### src/rtl/tpdt_pkg.sv
// Package for the triangle pixel depth test block.
// Holds widths and register indexes; depends on nothing.
package tpdt_pkg;
    localparam int CoordW      = 12;
    localparam int PixW        = 9;
    localparam int DepthW      = 24;
    localparam int ColorW      = 24;
    localparam int CfgIdxW     = 3;
    localparam int EdgeW       = 26;
    localparam int NumW        = 52;
    localparam int DefWidth    = 512;
    localparam int DefHeight   = 512;

    localparam logic [CfgIdxW-1:0] REG_VERTEX_A = 3'd0;
    localparam logic [CfgIdxW-1:0] REG_VERTEX_B = 3'd1;
    localparam logic [CfgIdxW-1:0] REG_VERTEX_C = 3'd2;
    localparam logic [CfgIdxW-1:0] REG_DEPTH_A  = 3'd3;
    localparam logic [CfgIdxW-1:0] REG_DEPTH_B  = 3'd4;
    localparam logic [CfgIdxW-1:0] REG_DEPTH_C  = 3'd5;
    localparam logic [CfgIdxW-1:0] REG_COLOR    = 3'd6;

    localparam logic signed [DepthW-1:0] DEPTH_MIN = {1'b1, {(DepthW-1){1'b0}}};
endpackage

### src/rtl/tpdt_divider.sv
// Pipelined signed divider, truncating toward zero, one quotient bit a stage.
// Uses tpdt_pkg for its widths; carries a tag through with the quotient.
module tpdt_divider
    import tpdt_pkg::*;
#(
    parameter int TagW = 20
)
(
    input  logic                        clk,
    input  logic                        rst_n,
    input  logic                        en,
    input  logic                        in_valid,
    input  logic [TagW-1:0]             in_tag,
    input  logic signed [NumW-1:0]      in_num,
    input  logic signed [EdgeW-1:0]     in_den,
    output logic                        out_valid,
    output logic [TagW-1:0]             out_tag,
    output logic signed [DepthW-1:0]    out_quot
);
    localparam int QW = DepthW + 1;
    localparam int Stages = QW;

    logic                  v_reg   [Stages+1];
    logic [TagW-1:0]       t_reg   [Stages+1];
    logic [NumW-1:0]       r_reg   [Stages+1];
    logic [EdgeW-1:0]      d_reg   [Stages+1];
    logic [QW-1:0]         q_reg   [Stages+1];
    logic                  n_reg   [Stages+1];

    logic [NumW-1:0]  num_abs;
    logic [EdgeW-1:0] den_abs;

    assign num_abs = in_num[NumW-1] ? NumW'(-in_num) : NumW'(in_num);
    assign den_abs = in_den[EdgeW-1] ? EdgeW'(-in_den) : EdgeW'(in_den);

    always_ff @(posedge clk or negedge rst_n)
    begin
        if (!rst_n)
        begin
            for (int i = 0; i <= Stages; i++)
                v_reg[i] <= 1'b0;
        end
        else if (en)
        begin
            v_reg[0] <= in_valid;
            for (int i = 1; i <= Stages; i++)
                v_reg[i] <= v_reg[i-1];
        end
    end

    always_ff @(posedge clk)
    begin
        if (en)
        begin
            t_reg[0] <= in_tag;
            r_reg[0] <= num_abs;
            d_reg[0] <= den_abs;
            q_reg[0] <= '0;
            n_reg[0] <= in_num[NumW-1] ^ in_den[EdgeW-1];
            for (int i = 1; i <= Stages; i++)
            begin
                t_reg[i] <= t_reg[i-1];
                d_reg[i] <= d_reg[i-1];
                n_reg[i] <= n_reg[i-1];
                if ((NumW+EdgeW)'(r_reg[i-1]) >=
                    ((NumW+EdgeW)'(d_reg[i-1]) << (QW-i)))
                begin
                    r_reg[i] <= NumW'((NumW+EdgeW)'(r_reg[i-1]) -
                                ((NumW+EdgeW)'(d_reg[i-1]) << (QW-i)));
                    q_reg[i] <= q_reg[i-1] | (QW'(1) << (QW-i));
                end
                else
                begin
                    r_reg[i] <= r_reg[i-1];
                    q_reg[i] <= q_reg[i-1];
                end
            end
        end
    end

    assign out_valid = v_reg[Stages];
    assign out_tag   = t_reg[Stages];
    assign out_quot  = n_reg[Stages] ? DepthW'(-q_reg[Stages]) : DepthW'(q_reg[Stages]);
endmodule

### config.mk
export PLATFORM = sky130hd
export DESIGN_NAME = tpdt_divider
export DESIGN_NICKNAME = d
export VERILOG_FILES = /design/src/rtl/tpdt_pkg.sv /design/src/rtl/tpdt_divider.sv
export SDC_FILE = /design/constraint.sdc
export NUM_CORES = 2
export LEC_CHECK = 0
export BUFFER_PORTS_ARGS = -buffer_cell sky130_fd_sc_hd__buf_2
export CAP_MARGIN = 20
export CORE_AREA = 2 2 478 480
export DETAILED_ROUTE_END_ITERATION = 10
export DIE_AREA = 0 0 480 482
export PLACE_DENSITY = 0.76
export SETUP_SLACK_MARGIN = 0.4
export SYNTH_ARGS = -nofsm -noshare
export SYNTH_HDL_FRONTEND = slang
export SYNTH_SLANG_ARGS = --single-unit
export TNS_END_PERCENT = 100
### constraint.sdc
create_clock -name clk -period 5.5 [get_ports clk]
set_clock_uncertainty 0.05 [all_clocks]
set_input_delay 0.55 -clock clk [delete_from_list [all_inputs] [get_ports clk]]
set_output_delay 0.55 -clock clk [all_outputs]
set_load 0.005 [all_outputs]
Word-level counts from Yosys, hierarchy flattened
Memory sizes are Yosys's and may differ from the RTL's.
Cells that the tools add are included.

storage, ports and cells
  bits in registers = 26
  bits in latches = 0
  RAM bits = 3,224
  memory bits (read-only) = 0
  bits of input ports = 102
  word-level logic and storage cells = 340
  memories = 5

memories
  memory  words  bits a word  rd ports  clocked after Yosys merged registers in  write ports  RTL line            RTL
  r_reg   26     52           25        0                                        26           tpdt_divider.sv:25  logic [NumW-1:0] r_reg [Stages+1];
  d_reg   26     26           25        0                                        26           tpdt_divider.sv:26  logic [EdgeW-1:0] d_reg [Stages+1];
  q_reg   26     25           26        0                                        26           tpdt_divider.sv:27  logic [QW-1:0] q_reg [Stages+1];
  t_reg   26     20           26        0                                        26           tpdt_divider.sv:24  logic [TagW-1:0] t_reg [Stages+1];
  n_reg   26     1            26        0                                        26           tpdt_divider.sv:28  logic n_reg [Stages+1];

operators by class
  $add $sub $neg = 28
  multipliers = 0
  divide/modulo/power cells = 0
  order comparisons = 25
  eq/ne operators = 0
  shift-type cells = 0
  mux-type cells = 205
  bitwise gates (word level) = 51
  reduce and logical (&&, ||, !) cells = 0

operators with widths
  cell                            number
  two-way mux 52 bit              26
  two-way mux 25 bit              25
  two-way mux 1 bit               152
  >= comparator 52 x 26 -> 1 bit  1
  >= comparator 52 x 27 -> 1 bit  1
  >= comparator 52 x 28 -> 1 bit  1
  >= comparator 52 x 29 -> 1 bit  1
  >= comparator 52 x 30 -> 1 bit  1
  >= comparator 52 x 31 -> 1 bit  1
  >= comparator 52 x 32 -> 1 bit  1
  >= comparator 52 x 33 -> 1 bit  1
  >= comparator 52 x 34 -> 1 bit  1
  >= comparator 52 x 35 -> 1 bit  1
  >= comparator 52 x 36 -> 1 bit  1
  >= comparator 52 x 37 -> 1 bit  1
  >= comparator 52 x 38 -> 1 bit  1
  >= comparator 52 x 39 -> 1 bit  1
  >= comparator 52 x 40 -> 1 bit  1
  >= comparator 52 x 41 -> 1 bit  1
  >= comparator 52 x 42 -> 1 bit  1
  >= comparator 52 x 43 -> 1 bit  1
  >= comparator 52 x 44 -> 1 bit  1
  >= comparator 52 x 45 -> 1 bit  1
  >= comparator 52 x 46 -> 1 bit  1
  36 further kinds                85

Logic depth before layout (Yosys ltp)
  depth after elaboration = 5
  mapped depth = 17
  depth with buffers taken out = 15

Worst setup path before layout
No wires, ideal clock.

  path kind = reg-to-reg
  start = mem r_reg[20][38] (netlist: r_reg[2][246])
  end = mem r_reg[21][47] (netlist: r_reg[2][307]), data pin
  library setup time = 0.258 ns
  arrival = 3.821 ns
  required time = 5.192 ns
  slack = 1.372 ns
  stages on the path, launching flop included = 11
  path buffers = 2
  path through = edfxtp_1 > or4_4 > or3_1 > buf_2 > o41a_1 > o41ai_4 > nand2b_2 > or4_4 > buf_6 > or4b_4 > xnor2_2

RTL lines
  item                RTL line
  start: declaration  tpdt_divider.sv:25

==> summary.txt <==
Timing
  • Final hold vios: 0
  • Max-slew headroom: 0.274
  • Finish-stage setup viols: 0
  • Clock period minus worst slack: 4.76 ns
  • Hold_ws: 0.0845 ns
  • RSZ-0062 raised after global routing: false
  • Final period utilization: 0.866
  • Max frequency: 210 MHz
  • Post-Route Setup TNS: 0 ns
  • Max-slew violations: 0
  • Worst Slack Setup Final: 0.738 ns
  • Slew @ Worst Pin: 1.08 ns

Route
  • Routed Antenna Nets: 0
  • Final wirelength: 318 mm
  • Via count: 87300
  • Number of DRC markers in iteration 0: 8438
  • Wire length per cell: 21.9 microns
  • DRC viols: 0
  • Drt first pass iters: 6
  • Avg Vias per Cell: 6.01

Pwr
  • Logic pwr share: 0.311
  • Sequential share of power: 0.422
  • Pwr dens: 501 nW/um^2
  • Sw frac: 0.329
  • Internal power: 50.7 mW
  • Worst vdd ir: 0.299 mV
  • Power, Total: 75.5 mW
  • Leak pwr: 56.6 nW
  • Clock power frac: 0.267
  • Switch Pwr: 24.9 mW

Final layout
  • Final net count: 12100
  • P&R area growth vs syn: 11.4%
  • Seq. cell area: 84600 sq um
  • Max FFs per register: 1300
  • Multi-input gate area: 46700 sq um
  • Commonest cells after routing, fill and taps aside: edfxtp_1 (2796), nand2_1 (976), inv_1 (848)
  • Fill cells: 16300
  • Leading cell type in the layout, fill and taps excluded: edfxtp_1
  • Share of layout cells above drive strength 1: 0.0738
  • Final Util: 0.666

Critical path
  • Crit. path cell count: 14
  • Buffers & Inverters on Critical Path: 2
  • Crit path max-delay family: compound AO/OA/AOI/OAI gates
  • Critical path peak fanout: 13
  • R2R cell count: 14
  • Most frequent cell on the critical path: inv_1
  • Req. time, crit path: 6.09 ns
  • CP max stage cell: a2111oi_0
  • Worst Path Class, Setup: reg2reg
  • Slowest stage delay, CP: 0.80 ns
  • Startpoint Class: register
  • Critical Path End Type: register
  • Crit path DAT: 5.35 ns
  • CP Cell Sequence: inv_1 > ha_1 > inv_1 > fa_1 > a21o_1 > a21oi_1 > o21ai_0 > a2111oi_0 > o41ai_1 > a311o_1 > nand2_1 > nand3_1 > nand4b_1 > xnor2_1

Die
  • IO Pins: 147
  • Initial Util: 0.598
  • Core ar.: 226000 sq um
  • Die footprint: 231000 sq um
  • DIE HEIGHT: 482 microns
  • Row cnt: 175
  • Die X: 480 microns

Min path
  • Cells on Worst Hold Path: 3
  • Tightest Hold Check Type: in2reg

CTS
  • Num Clock Sinks: 2822
  • Clk root buf: clkbuf_16
  • TritonCTS clock tree: done
  • H-tree depth: 5
  • Setup Fix Bufs, Post-CTS: 0
  • Cts repair resizes: 0
  • Clk buf depth: 4
  • Worst-Skew Late Latency: 0.94 ns
  • Clk slew on worst S/H paths: 0.06 ns
  • CTS Buf Count: 308

Place
  • Port bufs: 146
  • Pre-CTS WS: 0.916 ns
  • HPWL after detailed placement: 231 mm
  • Routability-driven placement congestion ratio: 0.949

Synthesis
  • #FFs+latches synth: 2822
  • Unique cell type count in the Yosys netlist: 91
  • Top_reg_cell synth: edfxtp_1
  • Async SR Flop Fraction: 0.00921
  • Synthesized Nets: 11700
  • Average size of a mapped cell: 12.4 sq um
  • Synth warnings: 0
  • Mapped cell area: 135000 sq um
  • Number of synthesized flops with an enable pin: 2796
  • Gate Count Post-Synth: 10900
  • Register area share after synthesis: 0.625

GRT
  • Vias in the first global route: 84500
  • Overflow after GRT: 0
  • Initial antenna violation count: 10
  • Gr usage total: 0.270
  • Largest net degree at the start of global routing: 189
  • Global-route wire length before repair: 486 mm

Flow run
  • Max cap viols: 0

Status
  • Run status: finished clean
==> area by class of cell <==
| type | count | share of cell area |
|---|---|---|
| Multi-Input combinational cell | 6958 | 0.310 |
| Sequential cell | 2822 | 0.562 |
| Inverter | 849 | 0.0211 |
| Clock inverter | 174 | 0.0115 |
| Tap cell | 3009 | 0.0250 |
| Clock buffer | 368 | 0.0536 |
| Antenna cell | 4 | 0.0000664 |
| Timing Repair Buffer | 344 | 0.0175 |
==> power groups by stage <==
stage	Combinational (mW)	Clock (mW)	Sequential, mW
final	23.5	20.2	31.9
after global routing	26.1	21.3	32.2
after CTS	23.2	20.6	31.8
after floorplan	17.5	0	30.8
after global placement	22.5	0	32.2
after detailed placement	23.0	0	32.2
==> layer usage <==
layer,vias up,GRT usage,part of all wire,wire [microns]
met4,2,0.0801,0.029,9360
met1,42700,0.370,0.43,135000
met2,2943,0.454,0.49,155000
met3,618,0.0340,0.057,18200
met5,-,0,0.000041,13
li1,41000,-,-,-
==> through the flow <==
step / area, sq um / std cells
final: 151000 / 14500
after global placement: 140000 / 13900
after global routing: 151000 / 14500
after floorplan: 135000 / 10900
after CTS: 151000 / 14500
after detailed placement: 140000 / 13900
==> worst register-to-register path, delay by kind of cell, from the launching register on <==
family / cells / cell delay (ns)
AOI/OAI and AO/OA: 6 / 2.22
and+or+nand+nor: 3 / 1.05
adders and majority gates: 2 / 0.58
DFF: 1 / 0.39
buffers and inverters: 2 / 0.14
xor gates and xnor gates: 1 / 0.08
==> path summary, 6_finish.rpt <==
path | from | endpoint | slack (ns)
max | r_reg[2][110]$_DFFE_PP_ | r_reg[2][190]$_DFFE_PP_ | 0.74
min | in_num[1] | r_reg[0][1]$_DFFE_PP_ | 0.08
max reg2reg | r_reg[2][110]$_DFFE_PP_ | r_reg[2][190]$_DFFE_PP_ | 0.74
min reg2reg | q_reg[1][90]$_DFFE_PP_ | q_reg[1][115]$_DFFE_PP_ | 0.34
max in group asynchronous | rst_n | v_reg[7]$_DFFE_PN0P_ | 4.85
min in group asynchronous | rst_n | v_reg[18]$_DFFE_PN0P_ | 0.15
==> Yosys cell counts (all sizes together), types with 21 or more instances <==
| cell type | count | area [sq um] |
|---|---|---|
| edfxtp | 2796 | 84000 |
| nand2 | 976 | 3660 |
| inv | 848 | 3180 |
| o21ai | 814 | 4070 |
| ha | 653 | 8170 |
| a21oi | 595 | 2980 |
| nor2 | 570 | 2140 |
| xnor2 | 520 | 4560 |
| xor2 | 404 | 3540 |
| a21o | 286 | 2150 |
| clkbuf | 226 | 850 |
| nor3 | 189 | 946 |
| nor4 | 173 | 1080 |
| nand3 | 172 | 861 |
| nand4 | 131 | 820 |
| nand2b | 119 | 747 |
| nor2b | 100 | 626 |
| or3 | 99 | 619 |
| o21a | 94 | 706 |
| mux2 | 86 | 968 |
| o31ai | 78 | 586 |
| o21bai | 77 | 578 |
| and3 | 73 | 457 |
| a31oi | 68 | 425 |
| or4 | 61 | 465 |
| a211oi | 53 | 398 |
| or2 | 48 | 300 |
| and2 | 45 | 282 |
| nand4b | 31 | 272 |
| nor4b | 31 | 272 |
| nand3b | 29 | 218 |
| o211ai | 27 | 203 |
| dfrtp | 26 | 651 |
| fa | 24 | 480 |
| and4 | 22 | 193 |
| o31a | 22 | 193 |
| o41ai | 21 | 203 |
==> kinds of logic (layout without fill, tap and decap cells) <==
logic type / after synthesis / count (layout) / synth area share
and+or+nand+nor: 2914 / 2914 / 0.106
DFF: 2822 / 2822 / 0.625
AOI/OAI and AO/OA: 2349 / 2349 / 0.106
buffers and inverters: 1092 / 1735 / 0.0304
xor gates and xnor gates: 924 / 924 / 0.0599
adders and majority gates: 677 / 677 / 0.0639
muxes: 94 / 94 / 0.00775
other: 0 / 4 / 0
==> what timing repair did <==
item / in CTS / in global routing
endpoints found under the setup margin: 0 / 0
hold buffers: 110 / 0
endpoints found under the hold margin: 124 / 0
(Power assumes the default switching activity.)
